$ cat config.mk
export PLATFORM = sky130hd
export DESIGN_NAME = utf8_char_counter_top_flat
export DESIGN_NICKNAME = d
export VERILOG_FILES = /design/src/hw/rtl/u8cc_pkg.sv /design/src/hw/rtl/u8cc_if.sv /design/src/hw/rtl/u8cc_step.sv /design/src/hw/rtl/utf8_char_counter_top.sv /design/src/flat_wrapper.sv
export SDC_FILE = /design/constraint.sdc
export NUM_CORES = 1
export LEC_CHECK = 0
export BUFFER_PORTS_ARGS = -buffer_cell sky130_fd_sc_hd__buf_4
export CAP_MARGIN = 20
export CORE_MARGIN = 1
export CORE_UTILIZATION = 58
export CTS_CLUSTER_SIZE = 30
export DETAILED_ROUTE_END_ITERATION = 12
export GPL_TIMING_DRIVEN = 0
export HOLD_SLACK_MARGIN = 0.05
export PLACE_DENSITY_LB_ADDON = 0.15
export SKIP_CTS_REPAIR_TIMING = 1
export SLEW_MARGIN = 10
export SYNTH_ARGS = -nofsm -noshare
export SYNTH_HDL_FRONTEND = slang
export SYNTH_SLANG_ARGS = --single-unit
export TNS_END_PERCENT = 100
$ cat constraint.sdc
create_clock -name clk -period 3.7 [get_ports clk]
set_clock_uncertainty 0.1 [all_clocks]
set_input_delay 0.555 -clock clk [delete_from_list [all_inputs] [get_ports clk]]
set_output_delay 0.555 -clock clk [all_outputs]
set_load 0.02 [all_outputs]
$ cat src/hw/rtl/u8cc_pkg.sv
// shared types, constants and codes for the utf-8 character counter
package u8cc_pkg;

    localparam int COUNT_BITS = 16;
    localparam int DATA_BITS  = 8;
    localparam int OUT_BITS   = 16;

    localparam logic [DATA_BITS-1:0] CONT_LOW   = 8'h80;
    localparam logic [DATA_BITS-1:0] CONT_HIGH  = 8'hBF;
    localparam logic [DATA_BITS-1:0] LEAD2_LOW  = 8'hC2;
    localparam logic [DATA_BITS-1:0] LEAD2_HIGH = 8'hDF;
    localparam logic [DATA_BITS-1:0] LEAD3_LOW  = 8'hE0;
    localparam logic [DATA_BITS-1:0] LEAD3_HIGH = 8'hEF;

    localparam logic [15:0] CP_MIN3         = 16'h0800;
    localparam logic [7:0]  CP_RESERVED_HI  = 8'hEE;

    localparam logic [COUNT_BITS-1:0] COUNT_MAX = {COUNT_BITS{1'b1}};

    typedef enum logic [1:0] {
        PEND_NONE    = 2'd0,
        PEND_TWO     = 2'd1,
        PEND_THREE_A = 2'd2,
        PEND_THREE_B = 2'd3
    } pend_t;

    typedef struct packed {
        pend_t                 kind;
        logic [3:0]            lead_nibble;
        logic [DATA_BITS-1:0]  first_cont;
        logic [COUNT_BITS-1:0] count;
    } u8cc_state_t;

    localparam u8cc_state_t STATE_RESET = '{
        kind:        PEND_NONE,
        lead_nibble: 4'd0,
        first_cont:  '0,
        count:       '0
    };

endpackage

$ cat src/hw/rtl/u8cc_if.sv
// valid/ready channel interfaces for byte input and count output

interface u8cc_in_if;
    import u8cc_pkg::*;

    logic                 valid;
    logic                 ready;
    logic [DATA_BITS-1:0] data_byte;
    logic                 last_byte;

    modport source (output valid, output data_byte, output last_byte, input ready);
    modport sink   (input valid, input data_byte, input last_byte, output ready);
endinterface

interface u8cc_out_if;
    import u8cc_pkg::*;

    logic                valid;
    logic                ready;
    logic [OUT_BITS-1:0] char_count;

    modport source (output valid, output char_count, input ready);
    modport sink   (input valid, input char_count, output ready);
endinterface

$ cat src/hw/rtl/u8cc_step.sv
// per-byte state update: sequence tracking and saturating count
module u8cc_step (
    input  u8cc_pkg::u8cc_state_t              state,
    input  logic [u8cc_pkg::DATA_BITS-1:0]     data_byte,
    input  logic                               last_byte,
    output u8cc_pkg::u8cc_state_t              state_next,
    output logic [u8cc_pkg::COUNT_BITS-1:0]    count_out
);
    import u8cc_pkg::*;

    logic [1:0]            add;
    logic [COUNT_BITS:0]   sum;
    logic [COUNT_BITS-1:0] count_sat;
    logic [15:0]           code_point;
    logic                  seq_ok;
    u8cc_state_t           upd;

    assign code_point = {state.lead_nibble, state.first_cont[5:0], data_byte[5:0]};
    assign seq_ok     = (state.first_cont inside {[CONT_LOW:CONT_HIGH]})
                     && (data_byte inside {[CONT_LOW:CONT_HIGH]})
                     && (code_point >= CP_MIN3)
                     && (code_point[15:8] != CP_RESERVED_HI);

    always_comb
    begin
        upd = state;
        add = 2'd0;
        case (state.kind)
            PEND_NONE:
            begin
                if (data_byte inside {[LEAD2_LOW:LEAD2_HIGH]})
                begin
                    upd.kind = PEND_TWO;
                    add      = last_byte ? 2'd1 : 2'd0;
                end
                else if (data_byte inside {[LEAD3_LOW:LEAD3_HIGH]})
                begin
                    upd.kind        = PEND_THREE_A;
                    upd.lead_nibble = data_byte[3:0];
                    add             = last_byte ? 2'd1 : 2'd0;
                end
                else
                begin
                    add = 2'd1;
                end
            end
            PEND_TWO:
            begin
                upd.kind = PEND_NONE;
                add      = (data_byte inside {[CONT_LOW:CONT_HIGH]}) ? 2'd1 : 2'd2;
            end
            PEND_THREE_A:
            begin
                upd.kind       = PEND_THREE_B;
                upd.first_cont = data_byte;
                add            = last_byte ? 2'd2 : 2'd0;
            end
            PEND_THREE_B:
            begin
                upd.kind = PEND_NONE;
                add      = seq_ok ? 2'd1 : 2'd3;
            end
            default:
            begin
                upd.kind = PEND_NONE;
                add      = 2'd1;
            end
        endcase
    end

    // count never exceeds its cap, so a carry out means saturation
    assign sum       = {1'b0, state.count} + {{(COUNT_BITS-1){1'b0}}, add};
    assign count_sat = sum[COUNT_BITS] ? COUNT_MAX : sum[COUNT_BITS-1:0];

    always_comb
    begin
        if (last_byte)
        begin
            state_next = STATE_RESET;
        end
        else
        begin
            state_next       = upd;
            state_next.count = count_sat;
        end
    end

    assign count_out = count_sat;

endmodule

$ cat src/hw/rtl/utf8_char_counter_top.sv
// top level of the streaming utf-8 character counter
// Bytes of a string arrive one per item with a mark on the final byte; one item with the
// character count follows each string, saturating at its maximum. A byte is taken every
// clock cycle while results are drained: each byte lands in an input register, the
// sequence state and saturating count are updated in one pass of compares and an add,
// and the count of a finished string is loaded into a result register as its final byte
// leaves the input register. Only a full result register that is not being taken holds
// back the final byte of the next string, and the input register then stalls the byte feed.
module utf8_char_counter_top (
    input  logic        clk,
    input  logic        rst_n,
    u8cc_in_if.sink     feed,
    u8cc_out_if.source  result
);
    import u8cc_pkg::*;

    logic                  in_valid_reg;
    logic [DATA_BITS-1:0]  data_reg;
    logic                  last_reg;
    u8cc_state_t           state_reg;
    u8cc_state_t           state_next;
    logic [COUNT_BITS-1:0] step_count;
    logic                  out_valid_reg;
    logic [COUNT_BITS-1:0] count_reg;
    logic                  advance;

    u8cc_step u_step (
        .state      (state_reg),
        .data_byte  (data_reg),
        .last_byte  (last_reg),
        .state_next (state_next),
        .count_out  (step_count)
    );

    // a final byte may move only when the result register is free or being emptied
    assign advance    = in_valid_reg && (!last_reg || !out_valid_reg || result.ready);
    assign feed.ready = !in_valid_reg || advance;

    always_ff @(posedge clk or negedge rst_n)
    begin
        if (!rst_n)
        begin
            in_valid_reg  <= 1'b0;
            state_reg     <= STATE_RESET;
            out_valid_reg <= 1'b0;
        end
        else
        begin
            if (feed.ready)
            begin
                in_valid_reg <= feed.valid;
            end
            if (advance)
            begin
                state_reg <= state_next;
            end
            if (advance && last_reg)
            begin
                out_valid_reg <= 1'b1;
            end
            else if (result.ready)
            begin
                out_valid_reg <= 1'b0;
            end
        end
    end

    always_ff @(posedge clk)
    begin
        if (feed.ready && feed.valid)
        begin
            data_reg <= feed.data_byte;
            last_reg <= feed.last_byte;
        end
        if (advance && last_reg)
        begin
            count_reg <= step_count;
        end
    end

    assign result.valid      = out_valid_reg;
    assign result.char_count = OUT_BITS'(count_reg);

endmodule

$ cat src/flat_wrapper.sv
// flat-port wrapper written by rule: the top's interface ports become plain ports
module utf8_char_counter_top_flat import u8cc_pkg::*;
  (clk, rst_n, feed_valid, feed_data_byte, feed_last_byte, feed_ready, result_valid, result_char_count, result_ready);
  u8cc_in_if feed_i ();
  u8cc_out_if result_i ();
  input  logic clk;
  input  logic rst_n;
  input wire logic [$bits(feed_i.valid)-1:0] feed_valid;
  input wire logic [$bits(feed_i.data_byte)-1:0] feed_data_byte;
  input wire logic [$bits(feed_i.last_byte)-1:0] feed_last_byte;
  output wire logic [$bits(feed_i.ready)-1:0] feed_ready;
  output wire logic [$bits(result_i.valid)-1:0] result_valid;
  output wire logic [$bits(result_i.char_count)-1:0] result_char_count;
  input wire logic [$bits(result_i.ready)-1:0] result_ready;
  assign feed_i.valid = feed_valid;
  assign feed_i.data_byte = feed_data_byte;
  assign feed_i.last_byte = feed_last_byte;
  assign feed_ready = feed_i.ready;
  assign result_valid = result_i.valid;
  assign result_char_count = result_i.char_count;
  assign result_i.ready = result_ready;
  utf8_char_counter_top u_core (.clk(clk), .rst_n(rst_n), .feed(feed_i), .result(result_i));
endmodule
==> metrics <==
status finished, violations left; violated checks design-rule violations; CTS tree done; Synth Area in Compound Gates approximately 18%; CP Data Required Time around 3.9 ns; Antenna Nets Post-Route 0; Die ar. 0.00497 mm^2; Synth area leader dfrtp_1; worst path cell trace nor4_2 -> nor2_1 -> nor3_1 -> o41a_1 -> ha_1 -> inv_1 -> fa_2 -> nand3b_1 -> or4_1 -> clkbuf_2 -> or4_1 -> nand3_1; # port buffers 30; Placer Congestion approximately 0.88; EDFF count, synth 25; synthesized instance count 250; Mean Syn Cell Area 10.9 um^2; synth cell count leaders dfrtp_1, edfxtp_1, nand2_1, a21oi_1; Synth Area in XOR/XNOR approximately 2.3%; Post-Synth Simple-Gate Area between 10% and 20%; # clock sinks 55; synthesized area between 0.002 and 0.003 mm^2; # setup viols final 0; fin crit period ~3.5 ns; row cnt 24; pins over their slew limit 0; global-route wire length before repair 9770 um; clock-pin slew on the worst setup and hold paths ~0.10 ns; max incr delay on CP 0.48 ns; global-route usage over all layers 25.8%; Least-Margin Pin Slew about 0.87 ns; Setup crit start kind register; P_leak roughly 1.3 nW; Core Region around 0.0044 mm^2; layout cell share with drive strength beyond 1 a little under a fifth; Tightest Hold Check Type in2async; Pint ~0.9 mW; vias in the first global route approximately 2,100; Logic pwr share 16.4%; most frequent cell after synthesis dfrtp_1; Die Wd between 70 and 80 um; Worst-Skew Late Latency just over 0.3 ns; Worst IR Drop VDD ~0.28 mV; synthesized flop and latch total between 50 and 60; Max FO, Critical Path 7; H-tree Lvls 2; drt first pass iters 9; top area cells in the synthesized netlist dfrtp_1, edfxtp_1, a22o_1, nand2_1, a21oi_1; Crit Path Category reg2reg; syn_nets 266; RSZ-0062 raised after global routing false; met1 WL ~2700 um; top sig layer met4; Synth cell types 54; Seq/Total Area, Yosys between 50 and 60%; critical path's slowest cell or4_1; Synth Flop Type dfrtp_1; Hold Fails Final Rpt 0; # diodes 0; DP HPWL between 4000 and 5000 um; Power Density 399 mW/mm^2; switching share of total power 28.4%; Largest register FFs 28; share of Yosys cell area claimed by the top area cell type about 28%; Layout Nets 307; I/O pins 31; Adder-Cell Fraction of Synth Area about 1.7%; post-route clock period utilization approximately 94%; Via-to-Cell Ratio 6.27; Clock Tree Root clkbuf_8; DRT iter0 DRCs roughly 280; initial antenna violation count 0; multiplexer area fraction after synthesis 0.414%; Switch Pwr roughly 0.36 mW; Async S/R FF share, synth roughly 55%; area occupied by registers between 0.0015 and 0.002 mm^2; wire length per cell approximately 17 um; Initial Util between 60% and 70%; Synthesis Warnings 0; # DRC 4; clock buffer depth 2; Flop pwr share approximately 57%; total routed wirelength around 6000 um; f_max 0.286 GHz; fillcell total 346; placed cell count 332; TritonCTS buffer count 5; max cap viols 0; gr ovfl total 0; Worst Path Arrival between 3 and 4 ns; area grow syn2layout 15.5%; DR WL met2 2780 um; Top cell by count, worst path or4_1; Via Count approximately 2,200; Multi-input gate area roughly 0.0011 mm^2; fin util 70.7%; Slew headroom ~41%; CP endpoint kind register; Final Power ~1.3 mW; fin cells between 300 and 400; Vert. Die Dim 70.5 um; largest net degree at the start of global routing 31; routed length on met3 roughly 320 um; largest family of logic cells by synthesized area simple AND/OR/NAND/NOR gates; Clk pwr share a little over a quarter
==> per-stage QoR <==
stage | worst slack [ns] | TNS, ns | hold slack [ns] | instance area, um^2
after global placement | 0.0833 | 0 | 0.362 | 3010
after global routing | 0.0262 | 0 | 0.0917 | 3140
after floorplan | 0.530 | 0 | 0.159 | 2720
after CTS | -0.00957 | -0.00957 | 0.0797 | 3100
after detailed placement | 0.0595 | 0 | 0.361 | 3010
final | 0.209 | 0 | 0.0652 | 3140
==> final timing paths <==
kind	startpoint	end	slack, ns	cells after the start
setup / recovery	u_core.data_reg[4]	u_core.state_reg[14]	0.21	12
hold / removal	rst_n	u_core.state_reg[13]	0.07	1
setup reg to reg	u_core.data_reg[4]	u_core.state_reg[14]	0.21	12
hold reg to reg	u_core.data_reg[0]	u_core.state_reg[24]	0.39	1
max in group asynchronous	rst_n	u_core.state_reg[9]	3.14	1
min in group clk	feed_data_byte[1]	u_core.data_reg[1]	0.31	1
==> cell families after synthesis <==
family          Yosys count
buf+inv                  23
flops                    55
compound gates           69
fa+ha+maj                 3
xor+xnor                  7
mux                       1
simple gates             92
==> power by group through the flow <==
| stage | clock network (mW) | logic (mW) | registers (mW) |
|---|---|---|---|
| finish | 0.334 | 0.205 | 0.715 |
| global route | 0.352 | 0.228 | 0.720 |
| CTS | 0.332 | 0.203 | 0.713 |
| detailed placement | 0 | 0.202 | 0.725 |
| global placement | 0 | 0.196 | 0.724 |
| floorplan | 0 | 0.117 | 0.734 |
==> critical path, delay by kind of cell (launching register included) <==
kind	cells	cell delay [ns]
AOI/OAI and AO/OA	1	0.16
adders and majority gates	2	0.56
buffers and inverters	2	0.24
DFF	1	0.44
and+or+nand+nor	7	1.92
==> final cells by class <==
cell class | count | share of cell area, %
buffer | 14 | 1.79
clock buffer | 5 | 2.19
clock inverter | 3 | 0.637
inverter | 8 | 0.955
multi-input combinational | 172 | 36.3
sequential | 55 | 47.8
tap | 52 | 2.07
timing repair buffer | 35 | 8.36
==> layout by cell type (no fill, tap or decap), types with 6 or more instances in the layout <==
cell / n
a21oi_1: 14
a22o_1: 11
a31oi_1: 6
buf_4: 35
clkbuf_1: 11
dfrtp_1: 30
edfxtp_1: 25
inv_1: 8
nand2_1: 22
nand2b_1: 7
nand3_1: 7
nor2_1: 9
nor2b_1: 6
nor3_1: 11
o21ai_0: 13
xnor2_1: 6
==> metal layers <==
layer	up-vias	GRT usage (%)
li1	1035	-
met1	1022	37.2
met2	92	40.8
met3	7	4.33
met4	0	6.80
met5	-	0
Note: power is estimated with default switching activity, not from simulation.
